<file path="src/rtl/core/gls_pkg.sv">
package gls_pkg;

  localparam int DATA_W = 32;
  localparam int RES_W  = 31;

  localparam logic KIND_RESTART = 1'b0;
  localparam logic KIND_ENTRY   = 1'b1;

  typedef struct packed {
    logic                     kind;
    logic signed [DATA_W-1:0] value;
    logic                     last;
  } in_t;

  typedef struct packed {
    logic signed [DATA_W-1:0] element;
    logic        [RES_W-1:0]  residual;
    logic                     column_done;
    logic                     overflow;
  } out_t;

  typedef enum logic [3:0] {
    ST_IDLE,
    ST_UP_A,
    ST_UP_B,
    ST_HD_A,
    ST_HD_B,
    ST_GEN,
    ST_T_DIV,
    ST_TT,
    ST_ROOT,
    ST_INV,
    ST_OTHER,
    ST_DIAG_A,
    ST_DIAG_B,
    ST_RHS,
    ST_OUT
  } st_t;

  function automatic logic [DATA_W-1:0] mag32(input logic signed [DATA_W-1:0] x);
    mag32 = x[DATA_W-1] ? (~x + 1'b1) : x;
  endfunction

  function automatic logic signed [DATA_W-1:0] sat32(input logic signed [64:0] x);
    if (x > 65'sd2147483647) begin
      sat32 = 32'sh7FFFFFFF;
    end else if (x < -65'sd2147483648) begin
      sat32 = 32'sh80000000;
    end else begin
      sat32 = x[DATA_W-1:0];
    end
  endfunction

endpackage

</file>
<file path="src/rtl/core/gls_mul.sv">
module gls_mul #(
  parameter int FRAC = 24
) (
  input  logic               clk,
  input  logic               rst_n,
  input  logic               start,
  input  logic signed [31:0] a,
  input  logic signed [31:0] b,
  output logic               done,
  output logic signed [63:0] res
);
  import gls_pkg::*;

  localparam logic signed [64:0] HALF = 65'sd1 <<< (FRAC - 1);

  logic        busy_r, fin_r, done_r, neg_r;
  logic [4:0]  cnt_r;
  logic [31:0] hi_r, lo_r, m_r;
  logic signed [63:0] res_r;
  logic [32:0] sum;
  logic signed [64:0] prod, rnd;

  // one multiplier bit per cycle: conditional add, then shift right
  assign sum  = {1'b0, hi_r} + (lo_r[0] ? {1'b0, m_r} : 33'd0);
  assign prod = {1'b0, hi_r, lo_r};
  assign rnd  = neg_r ? (HALF - prod) : (prod + HALF);

  always_ff @(posedge clk) begin
    if (!rst_n) begin
      busy_r <= 1'b0;
      fin_r  <= 1'b0;
      done_r <= 1'b0;
      cnt_r  <= '0;
    end else begin
      done_r <= 1'b0;
      if (start) begin
        busy_r <= 1'b1;
        cnt_r  <= '0;
      end else if (busy_r) begin
        cnt_r <= cnt_r + 5'd1;
        if (cnt_r == 5'd31) begin
          busy_r <= 1'b0;
          fin_r  <= 1'b1;
        end
      end else if (fin_r) begin
        fin_r  <= 1'b0;
        done_r <= 1'b1;
      end
    end
  end

  always_ff @(posedge clk) begin
    if (start) begin
      m_r   <= mag32(a);
      lo_r  <= mag32(b);
      hi_r  <= '0;
      neg_r <= a[31] ^ b[31];
    end else if (busy_r) begin
      hi_r <= sum[32:1];
      lo_r <= {sum[0], lo_r[31:1]};
    end else if (fin_r) begin
      res_r <= 64'(rnd >>> FRAC);
    end
  end

  assign done = done_r;
  assign res  = res_r;

endmodule

</file>
<file path="src/rtl/core/gls_div.sv">
module gls_div #(
  parameter int FRAC = 24
) (
  input  logic        clk,
  input  logic        rst_n,
  input  logic        start,
  input  logic [63:0] num,
  input  logic [31:0] den,
  output logic        done,
  output logic [31:0] quo
);
  import gls_pkg::*;

  localparam int QB = FRAC + 1;

  logic        busy_r, done_r, ge;
  logic [4:0]  cnt_r;
  logic [31:0] rem_r, lo_r, d_r, q_r;
  logic [32:0] trial;

  // restoring division, one quotient bit per cycle
  assign trial = {rem_r, lo_r[31]};
  assign ge    = trial >= {1'b0, d_r};

  always_ff @(posedge clk) begin
    if (!rst_n) begin
      busy_r <= 1'b0;
      done_r <= 1'b0;
      cnt_r  <= '0;
    end else begin
      done_r <= 1'b0;
      if (start) begin
        busy_r <= 1'b1;
        cnt_r  <= '0;
      end else if (busy_r) begin
        cnt_r <= cnt_r + 5'd1;
        if (cnt_r == 5'(QB - 1)) begin
          busy_r <= 1'b0;
          done_r <= 1'b1;
        end
      end
    end
  end

  always_ff @(posedge clk) begin
    if (start) begin
      rem_r <= 32'(num >> QB);
      lo_r  <= {num[FRAC:0], {(31 - FRAC){1'b0}}};
      d_r   <= den;
      q_r   <= '0;
    end else if (busy_r) begin
      rem_r <= ge ? 32'(trial - {1'b0, d_r}) : trial[31:0];
      lo_r  <= {lo_r[30:0], 1'b0};
      q_r   <= {q_r[30:0], ge};
    end
  end

  assign done = done_r;
  assign quo  = q_r;

endmodule

</file>
<file path="src/rtl/core/gls_sqrt.sv">
module gls_sqrt (
  input  logic        clk,
  input  logic        rst_n,
  input  logic        start,
  input  logic [63:0] rad,
  output logic        done,
  output logic [31:0] root
);
  import gls_pkg::*;

  logic        busy_r, done_r, ge;
  logic [4:0]  cnt_r;
  logic [63:0] n_r;
  logic [33:0] rem_r;
  logic [31:0] root_r;
  logic [35:0] rs, tr;

  // two radicand bits per cycle, one root bit out
  assign rs = {rem_r, n_r[63:62]};
  assign tr = {2'b00, root_r, 2'b01};
  assign ge = rs >= tr;

  always_ff @(posedge clk) begin
    if (!rst_n) begin
      busy_r <= 1'b0;
      done_r <= 1'b0;
      cnt_r  <= '0;
    end else begin
      done_r <= 1'b0;
      if (start) begin
        busy_r <= 1'b1;
        cnt_r  <= '0;
      end else if (busy_r) begin
        cnt_r <= cnt_r + 5'd1;
        if (cnt_r == 5'd31) begin
          busy_r <= 1'b0;
          done_r <= 1'b1;
        end
      end
    end
  end

  always_ff @(posedge clk) begin
    if (start) begin
      n_r    <= rad;
      rem_r  <= '0;
      root_r <= '0;
    end else if (busy_r) begin
      rem_r  <= ge ? 34'(rs - tr) : rs[33:0];
      root_r <= {root_r[30:0], ge};
      n_r    <= {n_r[61:0], 2'b00};
    end
  end

  assign done = done_r;
  assign root = root_r;

endmodule

</file>
<file path="src/rtl/core/givens_least_squares_update.sv">
// Givens least-squares update for restarted GMRES, Q.FRACTION_BITS fixed point.
// Input channel (in_valid/in_stall/in_data): a restart word loads beta into the
// running right-hand side; column words then stream in from the top row, the
// word with last set being the subdiagonal.
// Output channel (out_valid/out_stall/out_data): one word per column entry
// except restarts and a first entry that is not the last; the column-end word carries the
// rotated diagonal, the residual magnitude and column_done.
// A restart, or the first entry of a column that is not the last, only loads registers and leaves
// the block idle. Any other entry runs four rotation products through the bit-serial multiplier.
// A column end with a nonzero subdiagonal runs five products, two serial divisions
// of FRACTION_BITS+1 steps each and a 32-step square root; a column end with a zero
// subdiagonal runs three products only.
// The multiplier works one bit per cycle over 32 bits.
// One word is worked on at a time; in_stall is high while it is in progress.
// A finished result sits in the output register; the next word is accepted
// while it waits, and a second result holds until out_stall drops.
// Reset (rst_n low, synchronous) clears counters, held entry, right-hand side,
// overflow and output valid; the rotation store is not cleared.
module givens_least_squares_update #(
  parameter int MAX_COLUMNS   = 32,
  parameter int FRACTION_BITS = 24
) (
  input  logic          clk,
  input  logic          rst_n,
  input  logic          in_valid,
  output logic          in_stall,
  input  gls_pkg::in_t  in_data,
  output logic          out_valid,
  input  logic          out_stall,
  output gls_pkg::out_t out_data
);
  import gls_pkg::*;

  localparam int RW  = $clog2(MAX_COLUMNS + 2);
  localparam int CLW = $clog2(MAX_COLUMNS + 1);
  localparam int CW  = $clog2(MAX_COLUMNS);
  localparam logic signed [31:0] ONE = 32'sd1 <<< FRACTION_BITS;

  st_t st_r, st_nxt;

  logic [31:0] cos_mem [MAX_COLUMNS];
  logic [31:0] sin_mem [MAX_COLUMNS];

  logic signed [31:0] held_r, rhs_r, dx_r, dy_r, rc_r, rs_r, c_r, s_r, t_r, elem_r;
  logic [31:0]        nmag_r, dmag_r, r_r, inv_r;
  logic [63:0]        qq_r;
  logic signed [63:0] acc_r;
  logic [RW-1:0]      row_r;
  logic [CLW-1:0]     col_r;
  logic               ovf_r, ident_r, swap_r, tneg_r, launched_r;
  logic               out_valid_r;
  out_t               out_r, out_nxt, pend_r;

  logic               accept, unit_done, launch, out_free;
  logic               mul_start, div_start, sqrt_start;
  logic               mul_done, div_done, sqrt_done;
  logic signed [31:0] mul_a, mul_b, c_eff, s_eff;
  logic signed [63:0] mul_res;
  logic [63:0]        div_num;
  logic [31:0]        div_den, div_q, sq_root;
  logic signed [31:0] rot_sum, new_rhs;
  logic [31:0]        adx, ady, rhs_mag;
  logic [RW-1:0]      k_row;

  assign accept    = in_valid && !in_stall;
  assign in_stall  = (st_r != ST_IDLE);
  assign out_free  = !out_valid_r || !out_stall;
  assign unit_done = mul_done || div_done || sqrt_done;
  assign launch    = !launched_r;
  assign k_row     = row_r - RW'(1);

  assign c_eff   = ident_r ? ONE : rc_r;
  assign s_eff   = ident_r ? 32'sd0 : rs_r;
  assign rot_sum = sat32(65'(acc_r) + 65'(mul_res));
  assign new_rhs = sat32(65'(mul_res));
  assign rhs_mag = mag32(new_rhs);
  assign adx     = mag32(dx_r);
  assign ady     = mag32(dy_r);

  gls_mul #(.FRAC(FRACTION_BITS)) u_mul (
    .clk(clk), .rst_n(rst_n), .start(mul_start), .a(mul_a), .b(mul_b),
    .done(mul_done), .res(mul_res)
  );

  gls_div #(.FRAC(FRACTION_BITS)) u_div (
    .clk(clk), .rst_n(rst_n), .start(div_start), .num(div_num), .den(div_den),
    .done(div_done), .quo(div_q)
  );

  gls_sqrt u_sqrt (
    .clk(clk), .rst_n(rst_n), .start(sqrt_start), .rad(qq_r),
    .done(sqrt_done), .root(sq_root)
  );

  // next state
  always_comb begin
    st_nxt = st_r;
    unique case (st_r)
      ST_IDLE: begin
        if (accept && in_data.kind == KIND_ENTRY) begin
          if (in_data.last) begin
            st_nxt = ST_GEN;
          end else if (row_r != '0) begin
            st_nxt = ST_UP_A;
          end
        end
      end
      ST_UP_A:   if (unit_done) st_nxt = ST_UP_B;
      ST_UP_B:   if (unit_done) st_nxt = ST_HD_A;
      ST_HD_A:   if (unit_done) st_nxt = ST_HD_B;
      ST_HD_B:   if (unit_done) st_nxt = ST_OUT;
      ST_GEN:    st_nxt = (dy_r == '0) ? ST_DIAG_A : ST_T_DIV;
      ST_T_DIV:  if (unit_done) st_nxt = ST_TT;
      ST_TT:     if (unit_done) st_nxt = ST_ROOT;
      ST_ROOT:   if (unit_done) st_nxt = ST_INV;
      ST_INV:    if (unit_done) st_nxt = ST_OTHER;
      ST_OTHER:  if (unit_done) st_nxt = ST_DIAG_A;
      ST_DIAG_A: if (unit_done) st_nxt = ST_DIAG_B;
      ST_DIAG_B: if (unit_done) st_nxt = ST_RHS;
      ST_RHS:    if (unit_done) st_nxt = ST_OUT;
      ST_OUT:    if (out_free) st_nxt = ST_IDLE;
      default:   st_nxt = ST_IDLE;
    endcase
  end

  // unit launches and operand selection
  always_comb begin
    mul_start  = 1'b0;
    div_start  = 1'b0;
    sqrt_start = 1'b0;
    mul_a      = '0;
    mul_b      = '0;
    div_num    = '0;
    div_den    = '0;
    unique case (st_r)
      ST_UP_A:   begin mul_start = launch; mul_a = c_eff;  mul_b = held_r; end
      ST_UP_B:   begin mul_start = launch; mul_a = s_eff;  mul_b = dy_r;   end
      ST_HD_A:   begin mul_start = launch; mul_a = -s_eff; mul_b = held_r; end
      ST_HD_B:   begin mul_start = launch; mul_a = c_eff;  mul_b = dy_r;   end
      ST_T_DIV: begin
        div_start = launch;
        div_num   = ({32'd0, nmag_r} << FRACTION_BITS) + 64'(dmag_r >> 1);
        div_den   = dmag_r;
      end
      ST_TT:     begin mul_start = launch; mul_a = t_r; mul_b = t_r; end
      ST_ROOT:   sqrt_start = launch;
      ST_INV: begin
        div_start = launch;
        div_num   = (64'd1 << (2 * FRACTION_BITS)) + 64'(r_r >> 1);
        div_den   = r_r;
      end
      ST_OTHER:  begin mul_start = launch; mul_a = t_r;  mul_b = $signed(inv_r); end
      ST_DIAG_A: begin mul_start = launch; mul_a = c_r;  mul_b = dx_r;  end
      ST_DIAG_B: begin mul_start = launch; mul_a = s_r;  mul_b = dy_r;  end
      ST_RHS:    begin mul_start = launch; mul_a = -s_r; mul_b = rhs_r; end
      default: ;
    endcase
  end

  // result word for the output register
  always_comb begin
    out_nxt.element     = elem_r;
    out_nxt.residual    = '0;
    out_nxt.column_done = 1'b0;
    out_nxt.overflow    = ovf_r;
    if (st_r == ST_RHS) begin
      out_nxt.residual    = rhs_mag[31] ? {RES_W{1'b1}} : rhs_mag[RES_W-1:0];
      out_nxt.column_done = 1'b1;
      out_nxt.overflow    = ovf_r || (col_r == CLW'(MAX_COLUMNS));
    end
  end

  // control registers
  always_ff @(posedge clk) begin
    if (!rst_n) begin
      st_r        <= ST_IDLE;
      launched_r  <= 1'b0;
      out_valid_r <= 1'b0;
      row_r       <= '0;
      col_r       <= '0;
      ovf_r       <= 1'b0;
      held_r      <= '0;
      rhs_r       <= '0;
    end else begin
      st_r <= st_nxt;
      if (unit_done) begin
        launched_r <= 1'b0;
      end else if (mul_start || div_start || sqrt_start) begin
        launched_r <= 1'b1;
      end

      if (st_r == ST_OUT && out_free) begin
        out_valid_r <= 1'b1;
      end else if (!out_stall) begin
        out_valid_r <= 1'b0;
      end

      if (accept) begin
        if (in_data.kind == KIND_RESTART) begin
          rhs_r  <= in_data.value;
          held_r <= '0;
          row_r  <= '0;
          col_r  <= '0;
          ovf_r  <= 1'b0;
        end else if (!in_data.last && row_r == '0) begin
          held_r <= in_data.value;
          row_r  <= RW'(1);
        end
      end

      if (st_r == ST_HD_B && unit_done) begin
        held_r <= rot_sum;
        if (row_r != RW'(MAX_COLUMNS + 1)) begin
          row_r <= row_r + RW'(1);
        end
      end

      // column end: commit rotation, advance right-hand side, reopen column
      if (st_r == ST_RHS && unit_done) begin
        rhs_r  <= new_rhs;
        held_r <= '0;
        row_r  <= '0;
        if (col_r != CLW'(MAX_COLUMNS)) begin
          col_r <= col_r + CLW'(1);
        end else begin
          ovf_r <= 1'b1;
        end
      end
    end
  end

  // datapath registers
  always_ff @(posedge clk) begin
    if (accept && in_data.kind == KIND_ENTRY) begin
      dy_r    <= in_data.value;
      dx_r    <= (row_r == '0) ? 32'sd0 : held_r;
      rc_r    <= cos_mem[k_row[CW-1:0]];
      rs_r    <= sin_mem[k_row[CW-1:0]];
      ident_r <= (row_r > RW'(MAX_COLUMNS));
    end

    if (st_r == ST_GEN) begin
      swap_r <= ady > adx;
      tneg_r <= dx_r[31] ^ dy_r[31];
      nmag_r <= (ady > adx) ? adx : ady;
      dmag_r <= (ady > adx) ? ady : adx;
      if (dy_r == '0) begin
        c_r <= ONE;
        s_r <= '0;
      end
    end

    if (unit_done) begin
      unique case (st_r)
        ST_UP_A, ST_HD_A, ST_DIAG_A: acc_r <= mul_res;
        ST_UP_B, ST_DIAG_B:          elem_r <= rot_sum;
        ST_T_DIV: t_r <= tneg_r ? -$signed(div_q) : $signed(div_q);
        ST_TT:    qq_r <= (64'($unsigned(mul_res)) + 64'(ONE)) << FRACTION_BITS;
        ST_ROOT:  r_r <= sq_root;
        ST_INV:   inv_r <= div_q;
        ST_OTHER: begin
          if (swap_r) begin
            s_r <= $signed(inv_r);
            c_r <= mul_res[31:0];
          end else begin
            c_r <= $signed(inv_r);
            s_r <= mul_res[31:0];
          end
        end
        default: ;
      endcase
    end

    // hold the finished word aside until the output register is free
    if ((st_r == ST_HD_B || st_r == ST_RHS) && unit_done) begin
      pend_r <= out_nxt;
    end

    if (st_r == ST_OUT && out_free) begin
      out_r <= pend_r;
    end
  end

  // rotation store, written once per column while room remains
  always_ff @(posedge clk) begin
    if (st_r == ST_RHS && unit_done && col_r != CLW'(MAX_COLUMNS)) begin
      cos_mem[col_r[CW-1:0]] <= c_r;
      sin_mem[col_r[CW-1:0]] <= s_r;
    end
  end

  assign out_valid = out_valid_r;
  assign out_data  = out_r;

endmodule

</file>
<file path="config.mk">
export PLATFORM = sky130hd
export DESIGN_NAME = givens_least_squares_update
export DESIGN_NICKNAME = d
export VERILOG_FILES = /design/src/rtl/core/gls_pkg.sv /design/src/rtl/core/gls_mul.sv /design/src/rtl/core/gls_div.sv /design/src/rtl/core/gls_sqrt.sv /design/src/rtl/core/givens_least_squares_update.sv
export SDC_FILE = /design/constraint.sdc
export NUM_CORES = 2
export LEC_CHECK = 0
export ABC_AREA = 0
export CAP_MARGIN = 20
export CELL_PAD_IN_SITES_DETAIL_PLACEMENT = 1
export CELL_PAD_IN_SITES_GLOBAL_PLACEMENT = 1
export CORE_AREA = 2 2 529 531
export DETAILED_ROUTE_END_ITERATION = 16
export DIE_AREA = 0 0 531 533
export DONT_BUFFER_PORTS = 1
export PLACE_DENSITY = 0.77
export SLEW_MARGIN = 25
export SYNTH_ARGS = -nofsm -noshare
export SYNTH_HDL_FRONTEND = slang
export SYNTH_SLANG_ARGS = --single-unit
</file>
<file path="constraint.sdc">
create_clock -name clk -period 7.9 [get_ports clk]
set_clock_uncertainty 0.2 [all_clocks]
set_input_delay 1.185 -clock clk [delete_from_list [all_inputs] [get_ports clk]]
set_output_delay 1.185 -clock clk [all_outputs]
set_load 0.02 [all_outputs]
</file>
==> results_dict.tcl <==
set metrics [dict create \
    slew_limit_fails 0 \
    synth-edff-count 2817 \
    cp-endpoint "nmag_r[6]$_DFFE_PP_" \
    cell_area_after_synthesis_um2 135000 \
    grt_start_max_net_pins 132 \
    worstPathRequired_ns 8.31 \
    pre_cts_ws_ns 0.939 \
    dp.final_hpwl_um 259000 \
    syn_nets 8941 \
    die_x_um 531 \
    clk_latency_ns 0.98 \
    placement_rows 194 \
    per_cell_routed_wire_length_um 33.7 \
    cts.repair.resized 0 \
    reg2reg_from "dx_r[3]$_SDFFCE_PN0P_" \
    detailedRoute.firstPassIterationCount 8 \
    synth_sequential_area_ratio_pct 67.0 \
    hold_slack_ns 0.115 \
    result_of_the_run "complete, no violations" \
    netlist_instances 8696 \
    postRouteWirelength_um 432000 \
    layout-area-overhead-vs-synth_pct 12.4 \
    drt_first_iter_violations 11500 \
    critical_path.reg2reg.endpoint "nmag_r[6]$_DFFE_PP_" \
    ff2ff_path_depth 17 \
    drive_above_1_share_pct 17.3 \
    drv_cap 0 \
    worst_vdd_rail_ir_drop_mv 0.175 \
    synth.top_cell.area_share_pct 62.5 \
    min_path_type "in2reg" \
    drt-vias-per-instance 6.55 \
    vias 83800 \
    post_cts_hold_buffer_count 0 \
    nets 9026 \
    critical_path_peak_fanout 26 \
    crit_arrival_ns 7.42 \
    type_of_origin_of_the_critical_path "flip-flop" \
    distinct_cells_synth 89 \
    tritoncts "done" \
    grt_overflow 0 \
    fillerInstances 25800 \
    dpl.cell_count 12200 \
    report.final.hold_viol_count 0 \
    global_route_wire_length_before_repair_um 618000 \
    synth.top_cells.by_area "sky130_fd_sc_hd__edfxtp_1 63%, sky130_fd_sc_hd__mux4_2 11%, sky130_fd_sc_hd__dfxtp_1 4.4%" \
    yosys_register_bits 3116 \
    slew_headroom_pct 24.7 \
    first_global_vias 85400 \
    groute.usage.overall_pct 30.2 \
    dominantRegCellSynth "sky130_fd_sc_hd__edfxtp_1" \
    clkTransAtPathRegs_ns 0.07 \
    cts_root_buffer "sky130_fd_sc_hd__clkbuf_16" \
    post-route-util_pct 54.7 \
    layout_commonest_cell "sky130_fd_sc_hd__edfxtp_1" \
    fmax_ghz 0.143 \
    pin_count 105 \
    antenna_found_initial 17 \
    timing.final.setup_violations 0 \
    rrSetupSlack_ns 0.89 \
    drc 0 \
    place.port_buffers 0 \
    worst-setup-path-type "reg2reg" \
    max_slew.worst_pin.slew_ns 1.13 \
    start_util_pct 48.7 \
    die_height_um 533 \
    post_cts.repair.setup_buffers 0 \
    crit_start "dx_r[3]$_SDFFCE_PN0P_" \
    report.power.total_mw 42.9 \
    syn_avg_cell_area_um2 15.6 \
    grt_setup_unrepaired "no" \
    floorplan.die_area_um2 283000 \
    htree_num_levels 5 \
    total_leakage_power_nw 55.2 \
    finalNonFillerCells 12800 \
    route.antenna.remaining_nets 0 \
    period_needed_ns 7.01 \
    synth-async-reset-ratio_pct 0 \
    clockBufferDepth 4 \
    place.gp.congestion 0.955 \
    synth_largest_area_cell "sky130_fd_sc_hd__edfxtp_1" \
    p_per_area_nw_per_um2 282 \
    postLayoutSetupSlackWorst_ns 0.894 \
    post-route-period-util_pct 88.7 \
    clkSinkCount 3116 \
    most-common-layout-cells "2817 x sky130_fd_sc_hd__edfxtp_1, 706 x sky130_fd_sc_hd__nand2_1, 640 x sky130_fd_sc_hd__mux4_2" \
    cts_inserted_buffers 331 \
    core_um2 278000 \
    synth_warnings 0 \
    end_kind "flip-flop" \
]
[power breakdown]
part	switching, mW	internal (mW)
clock network	6.84	9.23
logic	4.85	2.77
registers	0.607	18.6
total	12.3	30.6
[cell usage after synthesis (45+ instances only)]
cell and number:
sky130_fd_sc_hd__mux4_2 640, sky130_fd_sc_hd__and3_1 69, sky130_fd_sc_hd__nor4_1 50, sky130_fd_sc_hd__or3_1 49, sky130_fd_sc_hd__dfxtp_1 299, sky130_fd_sc_hd__and2_1 89, sky130_fd_sc_hd__inv_1 199, sky130_fd_sc_hd__mux2i_1 242
sky130_fd_sc_hd__xor2_1 175, sky130_fd_sc_hd__nand4_1 57, sky130_fd_sc_hd__nand3_1 125, sky130_fd_sc_hd__nor3_1 121, sky130_fd_sc_hd__nor2b_1 49, sky130_fd_sc_hd__a21oi_1 355, sky130_fd_sc_hd__edfxtp_1 2817, sky130_fd_sc_hd__a22oi_1 66
sky130_fd_sc_hd__buf_1 75, sky130_fd_sc_hd__nand2_1 710, sky130_fd_sc_hd__o21ai_0 379, sky130_fd_sc_hd__mux2_2 67, sky130_fd_sc_hd__clkbuf_1 391, sky130_fd_sc_hd__nor2_1 392, sky130_fd_sc_hd__ha_1 203, sky130_fd_sc_hd__a21o_1 75
sky130_fd_sc_hd__a211oi_1 56, sky130_fd_sc_hd__xnor2_1 223, sky130_fd_sc_hd__a31oi_1 45, sky130_fd_sc_hd__a22o_1 53
[worst max-delay path, stage by stage (launching register included)]
cell and delay (ns):
sky130_fd_sc_hd__edfxtp_1 0.47, sky130_fd_sc_hd__nor4_1 0.61, sky130_fd_sc_hd__nand4_1 0.25, sky130_fd_sc_hd__or4_1 0.51
sky130_fd_sc_hd__or4_1 0.43, sky130_fd_sc_hd__or4_1 0.56, sky130_fd_sc_hd__o41ai_1 0.37, sky130_fd_sc_hd__xor2_1 0.17
sky130_fd_sc_hd__ha_1 0.34, sky130_fd_sc_hd__nand4_1 0.11, sky130_fd_sc_hd__or2_2 0.34, sky130_fd_sc_hd__nor3_1 0.40
sky130_fd_sc_hd__o21ai_0 0.16, sky130_fd_sc_hd__a31oi_1 0.22, sky130_fd_sc_hd__a2111oi_0 0.14, sky130_fd_sc_hd__a31oi_4 0.77
sky130_fd_sc_hd__buf_4 0.52, sky130_fd_sc_hd__mux2i_1 0.16
[cell families after synthesis]
kind of cell               share of synthesized area [%]
buffers and inverters                               1.90
and+or+nand+nor                                     6.71
AOI/OAI and AO/OA                                   6.90
xor gates and xnor gates                            2.59
muxes                                               13.0
DFF                                                 67.0
adders and majority gates                           1.94
[worst min path at each step]
stage                                   endpoint  depth (start not counted)                     start  slack (ns)
after floorplan            out_data[0]$_DFFE_PP_                          0       pend_r[0]$_DFFE_PP_        0.20
after global placement    out_data[37]$_DFFE_PP_                          0      pend_r[37]$_DFFE_PP_        0.20
after detailed placement  out_data[29]$_DFFE_PP_                          0  pend_r[29]$_SDFFCE_PN0P_        0.21
after CTS                     dy_r[28]$_DFFE_PP_                          0               in_data[29]        0.09
after global routing          dy_r[19]$_DFFE_PP_                          0               in_data[20]         0.1
final                         dy_r[31]$_DFFE_PP_                          0               in_data[32]        0.12
[layer usage]
metal | track usage (%) | wire length, um | up-vias
li1 | - | - | 34400
met1 | 41.1 | 165000 | 43400
met2 | 48.0 | 205000 | 4999
met3 | 5.44 | 42300 | 1021
met4 | 12.6 | 19300 | 2
met5 | 0 | 40 | -
[registers in the layout, indices dropped and copies added (netlist names), 34 cells and up]
| register | flops |
|---|---|
| u_sqrt.rem_r | 34 |
| out_data | 65 |
| acc_r | 41 |
| sin_mem | 1024 |
| pend_r | 65 |
| qq_r | 40 |
| u_sqrt.n_r | 40 |
| u_mul.res | 41 |
| cos_mem | 1024 |
[through the flow]
step	area, um2	TNS, ns
3_3_place_gp	141000	0
2_1_floorplan	135000	-50.84
5_1_grt	152000	0
6_report	152000	0
3_5_place_dp	141000	0
4_1_cts	152000	0
[cell type report]
type                    instances  area (um2)  share of cell area [%]
clock inverters               208        2360                    1.55
flip-flops and latches       3116       90600                    59.6
repair buffers                229        2280                    1.50
diodes                         26        65.1                  0.0428
clock buffers                 389        8700                    5.72
well taps                    3724        4660                    3.06
inverters                     203         763                   0.502
multi-input cells            4900       42600                    28.0
Power figures use the tool's default switching activity.
